<file path="config.mk">
export PLATFORM = sky130hd
export DESIGN_NAME = tpe_qmul
export DESIGN_NICKNAME = d
export VERILOG_FILES = /design/src/hw/rtl/tpe_pkg.sv /design/src/hw/rtl/tpe_qmul.sv
export SDC_FILE = /design/constraint.sdc
export NUM_CORES = 2
export LEC_CHECK = 0
export ABC_AREA = 1
export ABC_CLOCK_PERIOD_IN_PS = 19700
export BUFFER_PORTS_ARGS = -buffer_cell sky130_fd_sc_hd__clkbuf_2
export CORE_ASPECT_RATIO = 1.25
export CORE_MARGIN = 1.5
export CORE_UTILIZATION = 50
export CTS_CLUSTER_DIAMETER = 30
export CTS_CLUSTER_SIZE = 12
export DETAILED_ROUTE_END_ITERATION = 6
export PLACE_DENSITY = 0.74
export SYNTH_ARGS = -nofsm -noshare
export SYNTH_HDL_FRONTEND = slang
export SYNTH_SLANG_ARGS = --single-unit
export TNS_END_PERCENT = 30
</file>
<file path="constraint.sdc">
create_clock -name clock -period 19.7 [get_ports clock]
set_input_delay 3.94 -clock clock [delete_from_list [all_inputs] [get_ports clock]]
set_output_delay 3.94 -clock clock [all_outputs]
set_load 0.02 [all_outputs]
</file>
<file path="src/hw/rtl/tpe_pkg.sv">
// ----------------------------------------------------------------------------
// tpe_pkg
// Shared types and constants of the trivariate polynomial evaluate unit.
// ----------------------------------------------------------------------------
package tpe_pkg;

   // Coefficient store geometry; power fields are 2 bits wide on the bus
   localparam int MAX_EXTENT  = 4;
   localparam int POW_W       = 2;
   localparam int STORE_DEPTH = MAX_EXTENT * MAX_EXTENT * MAX_EXTENT;
   localparam int ADDR_W      = 3 * POW_W;
   localparam int EXT_W       = 3;
   localparam int COEF_W      = 32;
   localparam int WIDE_W      = 64;

   localparam logic [EXT_W-1:0] EXT_RESET = 3'd4;

   // Transaction kinds (req_tuser)
   localparam logic OP_WRITE = 1'b0;
   localparam logic OP_EVAL  = 1'b1;

   // Register indexes
   localparam logic [1:0] CSR_EXTENT_X = 2'd0;
   localparam logic [1:0] CSR_EXTENT_Y = 2'd1;
   localparam logic [1:0] CSR_EXTENT_Z = 2'd2;

   typedef enum logic [3:0] {
      ST_IDLE,
      ST_READ,
      ST_TERM_X,
      ST_TERM_Y,
      ST_TERM_Z,
      ST_ACC,
      ST_POW_X,
      ST_POW_Y,
      ST_POW_Z,
      ST_CLIP
   } tpe_state_type;

   typedef struct packed {
      logic              start;
      logic [WIDE_W-1:0] a;
      logic [WIDE_W-1:0] b;
   } tpe_mul_req_type;

   typedef struct packed {
      logic              done;
      logic              sat;
      logic [WIDE_W-1:0] res;
   } tpe_mul_rsp_type;

endpackage

</file>
<file path="src/hw/rtl/tpe_qmul.sv">
// ----------------------------------------------------------------------------
// tpe_qmul
// Multi-cycle signed 64x64 fixed-point multiply: four 32x32 partial
// products, sign fix, arithmetic shift by FRAC_BITS, saturation to 64 bits.
// ----------------------------------------------------------------------------
module tpe_qmul
   import tpe_pkg::*;
#(
   parameter int FRAC_BITS = 16
) (
   input  logic            clock,
   input  logic            reset,
   input  tpe_mul_req_type mul_req,
   output tpe_mul_rsp_type mul_rsp
);

   localparam logic [2:0]        STEP_ACC_LAST = 3'd4;
   localparam logic [2:0]        STEP_NEG      = 3'd5;
   localparam logic [2:0]        STEP_LAST     = 3'd6;
   localparam logic [WIDE_W-1:0] WIDE_MAX      = {1'b0, {(WIDE_W-1){1'b1}}};
   localparam logic [WIDE_W-1:0] WIDE_MIN      = {1'b1, {(WIDE_W-1){1'b0}}};

   logic                     busy_ff, busy_in;
   logic [2:0]               step_ff, step_in;
   logic                     neg_ff, neg_in;
   logic [WIDE_W-1:0]        ua_ff, ua_in;
   logic [WIDE_W-1:0]        ub_ff, ub_in;
   logic [WIDE_W-1:0]        prod_ff, prod_in;
   logic [2*WIDE_W-1:0]      acc_ff, acc_in;
   logic                     done_ff, done_in;
   logic                     sat_ff, sat_in;
   logic [WIDE_W-1:0]        res_ff, res_in;

   logic [31:0]              a_half;
   logic [31:0]              b_half;
   logic [WIDE_W-1:0]        prod_mul;
   logic [2*WIDE_W-1:0]      addend;
   logic signed [2*WIDE_W-1:0] shifted;
   logic                     fits;

   // step 0: a0*b0, 1: a0*b1, 2: a1*b0, 3: a1*b1
   assign a_half   = step_ff[1] ? ua_ff[63:32] : ua_ff[31:0];
   assign b_half   = step_ff[0] ? ub_ff[63:32] : ub_ff[31:0];
   assign prod_mul = a_half * b_half;

   // previous partial product lands at its weight
   always_comb begin
      case (step_ff) inside
         3'd1:       addend = {64'b0, prod_ff};
         3'd2, 3'd3: addend = {32'b0, prod_ff, 32'b0};
         3'd4:       addend = {prod_ff, 64'b0};
         default:    addend = '0;
      endcase
   end

   assign shifted = $signed(acc_ff) >>> FRAC_BITS;
   assign fits    = (&shifted[127:63]) | ~(|shifted[127:63]);

   always_comb begin
      busy_in = busy_ff;
      step_in = step_ff;
      neg_in  = neg_ff;
      ua_in   = ua_ff;
      ub_in   = ub_ff;
      prod_in = prod_ff;
      acc_in  = acc_ff;
      done_in = 1'b0;
      sat_in  = sat_ff;
      res_in  = res_ff;
      if (mul_req.start) begin
         busy_in = 1'b1;
         step_in = '0;
         neg_in  = mul_req.a[63] ^ mul_req.b[63];
         ua_in   = mul_req.a[63] ? (~mul_req.a + 64'd1) : mul_req.a;
         ub_in   = mul_req.b[63] ? (~mul_req.b + 64'd1) : mul_req.b;
         acc_in  = '0;
      end else if (busy_ff) begin
         step_in = step_ff + 3'd1;
         if (step_ff < STEP_ACC_LAST) begin
            prod_in = prod_mul;
         end
         if (step_ff <= STEP_ACC_LAST) begin
            acc_in = acc_ff + addend;
         end
         if (step_ff == STEP_NEG && neg_ff) begin
            acc_in = ~acc_ff + 128'd1;
         end
         if (step_ff == STEP_LAST) begin
            busy_in = 1'b0;
            done_in = 1'b1;
            sat_in  = ~fits;
            res_in  = fits ? shifted[63:0] : (shifted[127] ? WIDE_MIN : WIDE_MAX);
         end
      end
   end

   always_ff @(posedge clock) begin
      if (reset) begin
         busy_ff <= 1'b0;
         step_ff <= '0;
         done_ff <= 1'b0;
      end else begin
         busy_ff <= busy_in;
         step_ff <= step_in;
         done_ff <= done_in;
      end
   end

   always_ff @(posedge clock) begin
      neg_ff  <= neg_in;
      ua_ff   <= ua_in;
      ub_ff   <= ub_in;
      prod_ff <= prod_in;
      acc_ff  <= acc_in;
      sat_ff  <= sat_in;
      res_ff  <= res_in;
   end

   assign mul_rsp.done = done_ff;
   assign mul_rsp.sat  = sat_ff;
   assign mul_rsp.res  = res_ff;

`ifndef NO_ASSERTIONS
   a_start_when_free: assert property (@(posedge clock) disable iff (reset)
      mul_req.start |-> !busy_ff)
      else $error("multiply started while busy");

   a_done_ends_run: assert property (@(posedge clock) disable iff (reset)
      done_ff |-> !busy_ff && $past(busy_ff) && $past(step_ff == STEP_LAST))
      else $error("done without a finished run");

   a_step_bound: assert property (@(posedge clock) disable iff (reset)
      busy_ff |-> step_ff <= STEP_LAST)
      else $error("step counter overran");
`endif

endmodule
</file>
======== Word level (Yosys, flattened, before mapping) ========
Cells that the tools add are included.
cells by class
  equal/unequal tests ..................... 6
  multipliers ............................. 1
  magnitude comparators ................... 2
  bitwise operators ....................... 9
  add/sub/neg operators ................... 5
  muxes and demuxes ....................... 15
  reduce and logical (&&, ||, !) cells .... 10
operators by type and width
  kind                       count
  $mux W128                  5
  $add A128 B1 Y128 const B  1
  $add A128 B128 Y128        1
  $add A64 B1 Y64 const B    2
  $mux W64                   2
  $not A128 Y128             1
  $not A64 Y64               2
  $mux W63                   2
  $mul A32 B32 Y64           1
  $mux W32                   2
  $reduce_and A49 Y1         1
  $reduce_or A49 Y1          1
  $eq A3 B3 Y1 const B       3
  $eq A3 B2 Y1 const B       2
  $reduce_and A3 Y1          2
  $mux W1                    4
  $not A1 Y1                 4
  $reduce_or A2 Y1           2
  $add A3 B1 Y3 const B      1
  $eq A3 B1 Y1 const B       1
  $le A3 B3 Y1 const B       1
  $lt A3 B3 Y1 const B       1
  $reduce_or A3 Y1           1
  $reduce_and A2 Y1          1
  other kinds (4)            4
storage, ports and cells
  bits of input ports ..................... 131
  flip-flop bits (word level) ............. 391
  output and inout port bits .............. 66

======== Longest topological paths before layout ========
  depth in word-level cells ............... 7
  mapped depth ............................ 36

======== Worst setup path before layout ========
OpenSTA, ideal clock, no wires.
  path kind ............................... in2reg
  start ................................... input port mul_req[128] (netlist bit)
  end ..................................... register res_ff[0], enable pin
  slack ................................... 10.540 ns
  data arrival time ....................... 8.592 ns
  required time ........................... 19.132 ns
  stages on the path ...................... 2
  buffers on the path ..................... 1
  cells stage by stage .................... clkbuf_1 nor3_1
on the way
  longest elaborated chain between the ends .. 2
ends and longest elaborated chain
  item                                line             text
  start, declared                     tpe_qmul.sv:13   input tpe_mul_req_type mul_req,
  $not A1 Y1 (no source line)         --
  $reduce_and A3 Y1 (no source line)  --
  end signal, assigned                tpe_qmul.sv:116  res_ff <= res_in;
  end, declared                       tpe_qmul.sv:32   logic [WIDE_W-1:0] res_ff, res_in;
No other way between the ends.
A chain may end at the register's enable or synchronous reset.

======== Worst setup path after layout ========
  start ................................... register step_ff[1]
  end ..................................... register prod_ff[37], data pin
on the way
  longest elaborated chain between the ends .. 2
ends and longest elaborated chain
  item                    line             text
  start, declared         tpe_qmul.sv:24   logic [2:0] step_ff, step_in;
  start signal, assigned  tpe_qmul.sv:104  step_ff <= step_in;
  $mux W32                tpe_qmul.sv:42   assign a_half = step_ff[1] ? ua_ff[63:32] : ua_ff[31:0];
  $mul A32 B32 Y64        tpe_qmul.sv:44   assign prod_mul = a_half * b_half;
  net prod_mul[37]        tpe_qmul.sv:36   logic [WIDE_W-1:0] prod_mul;
  end signal, assigned    tpe_qmul.sv:113  prod_ff <= prod_in;
  end, declared           tpe_qmul.sv:28   logic [WIDE_W-1:0] prod_ff, prod_in;
The timed path passes the listed nets, and every way through them passes these cells.

==> flow_summary.yaml <==
sta:
  period_needed_ns: 9.11
  period_share_pct: 46.3
  fin_skew_ns: 0.0399
  rsz0062_at_grt: "false"
  fin_hold_ws_ns: 0.505
  finalMaxSlewViolations: 4
  report.final.setup_viol: 0
  slew_headroom_pct: -4.16
  setup-tns-final_ns: 0
  fmax_mhz: 110
  worst_slew_pin_slew_ns: 1.56
  final_hold_viol_count: 0
placement:
  place.port_buffers: 196
  dpl.cell_count: 11600
  place.gp.congestion: 1.17
  dpl.hpwl_um: 285000
synthesis:
  synth_warnings: 0
  yosys.area.top_type: "fa_1"
  syn_area_um2: 68600
  synth_edf_count: 258
  synth-main-ff-cell: "edfxtp_1"
  async_reset_ff_share_pct: 0
  seq_area_frac_synth_pct: 15.2
  synth_cells: 9819
  avgSynthCellArea_um2: 6.98
  ys_ff_latch: 391
  synth_cell_types: 62
  post-synth-top-count-cell: "nand2_1"
  yosys.area.top_type_share_pct: 26.2
  yosys-top-cells-count: "nand2_1, inv_1, nor2_1"
  synthTopCellsByArea: "fa_1, nand2_1, edfxtp_1, inv_1, nor2_1"
  synth_fp_nets: 11200
worst_hold_path:
  whs_endpoint: "acc_ff[0]$_SDFFE_PP0P_"
  min_path_type: "reg2reg"
  whs_path_depth: 2
  worstHoldStart: "acc_ff[0]$_SDFFE_PP0P_"
die:
  coreArea_um2: 136000
  die_h_um: 417
  die_x_um: 334
  rows: 151
  start_util_pct: 50.5
  dieArea_um2: 139000
  num_io_pins: 197
detailed_routing:
  firstDrtPassIters: 7
  dr.first_iter.drc_count: 8972
  wl_per_cell_um: 29.5
  ant_nets: 0
  viasPerCell: 6.01
  dr_total_vias: 70700
  drc: 0
  wirelength_um: 347000
global_routing:
  antenna_found_initial: 19
  grt_pass1_vias: 70800
  grt.total_usage_pct: 49.6
  grt_pass1_wl_um: 490000
  grt_max_degree: 90
  grt_remaining_overflow: 0
clock_tree:
  clk_pin_slew_ns: 0.05
  clock_path_buffers: 3
  cts_setup_buffers: 0
  tritoncts: "done"
  clkSinkCount: 391
  ctsResizeCount: 0
  htree_levels: 3
  cts-hold-fix-buffers: 0
  cts-root-buf: "clkbuf_16"
  clock_latency_ns: 0.75
  cts_buffers: 87
setup_path:
  crit_fanout: 34
  worst_path_most_repeated_cell: "fa_1"
  crit_family: "adder cells"
  r2r_cells: 24
  r2r_end: "prod_ff[37]$_DFFE_PP_"
  crit_chain: "buf_4 > o21ai_2 > inv_1 > nand2_1 > fa_1 > fa_1 > fa_1 > fa_1 > inv_1 > fa_1 > fa_1 > fa_1 > fa_1 > ha_1 > nand2_1 > nor2_1 > inv_1 > nor2_1 > inv_1 > nor3_1 > a21oi_1 > nor3_1 > nor2_1 > xnor2_1"
  timing.rr.start: "step_ff[1]$_SDFFE_PP0P_"
  end_kind: "flop"
  critPathBufInv: 5
  cp.required_ns: 20.15
  max_stage_delay_ns: 1.09
  cp_slowest_cell: "o21ai_2"
  worst-setup-path-type: "reg2reg"
  crit_path_start_kind: "flop"
  reg2reg_slack_ns: 10.59
  critPathArrivalTime_ns: 9.56
run:
  drv_cap: 2
outcome:
  violations: "capacitance limit, slew limit"
  status: "finished, violations left"
finish:
  area_delta_synth_final_pct: 8.97
  final_net_count: 11300
  drive_above_1_share_pct: 6.93
  utilization_pct: 55.0
  final_cells: 11800
## state kept, by name (all words and copies together) (netlist names)
signal,flops
acc_ff,128
ub_ff,64
neg_ff,1
step_ff,3
sat_ff,1
prod_ff,64
done_ff,1
ua_ff,64
res_ff,64
busy_ff,1
## placed cells by master (no fill, tap or decap), types with 180 or more instances in the layout
cell / count
nand2_1: 2096
inv_1: 1950
nor2_1: 1483
fa_1: 897
a21oi_1: 533
o21ai_0: 421
ha_1: 397
nand3_1: 372
edfxtp_1: 258
clkbuf_2: 195
xor2_1: 180
## metal layers
layer	share of wire, %	vias to the layer above	track usage [%]
met4	14	16	53.1
met5	0.055	-	0.349
met2	44	5140	77.7
met3	11	1932	14.9
met1	31	33200	50.9
li1	-	30400	-
## worst min-delay path: cells and delay by family, from the launching register on
kind	cells	cell delay (ns)
buffers and inverters	1	0.08
AO/OA/AOI/OAI	1	0.06
flip-flops	1	0.31
## cell type report
| class | instances | area [um2] |
|---|---|---|
| clock buffer | 98 | 2280 |
| timing repair buffer | 293 | 1740 |
| tap | 1759 | 2200 |
| inverter | 2031 | 7630 |
| multi-input combinational | 7111 | 49600 |
| clock inverter | 64 | 776 |
| antenna | 11 | 27.5 |
| sequential | 391 | 10400 |
| fill | 13000 | 61100 |
## metrics by stage
step,instance area [um2],worst slack [ns]
2_1_floorplan,68600,10.54
3_3_place_gp,71600,11.05
3_5_place_dp,71600,10.93
4_1_cts,74600,10.88
5_1_grt,74700,10.37
6_report,74700,10.59
## worst max path at each step
stage / cells past startpoint / start / endpoint
2_1_floorplan: 2 / mul_req[128] / res_ff[0]$_DFFE_PP_
6_report: 24 / step_ff[1]$_SDFFE_PP0P_ / prod_ff[37]$_DFFE_PP_
3_5_place_dp: 24 / step_ff[1]$_SDFFE_PP0P_ / prod_ff[37]$_DFFE_PP_
4_1_cts: 24 / step_ff[1]$_SDFFE_PP0P_ / prod_ff[37]$_DFFE_PP_
5_1_grt: 28 / step_ff[1]$_SDFFE_PP0P_ / prod_ff[56]$_DFFE_PP_
3_3_place_gp: 26 / step_ff[1]$_SDFFE_PP0P_ / prod_ff[37]$_DFFE_PP_
## cell families (layout without fill, tap and decap cells)
group	count (synthesis)	in the layout	share of synthesized area, %
compound gates	1207	1207	9.33
xor+xnor	248	248	3.17
fa+ha+maj	1294	1294	33.4
buf+inv	2317	2486	12.7
flops	391	391	15.2
other cells	0	11	0
simple gates	4362	4362	26.1
Power is left out: the tool's default activity adds up to more than one toggle a clock period on the data nets, which glitch-free logic cannot reach.
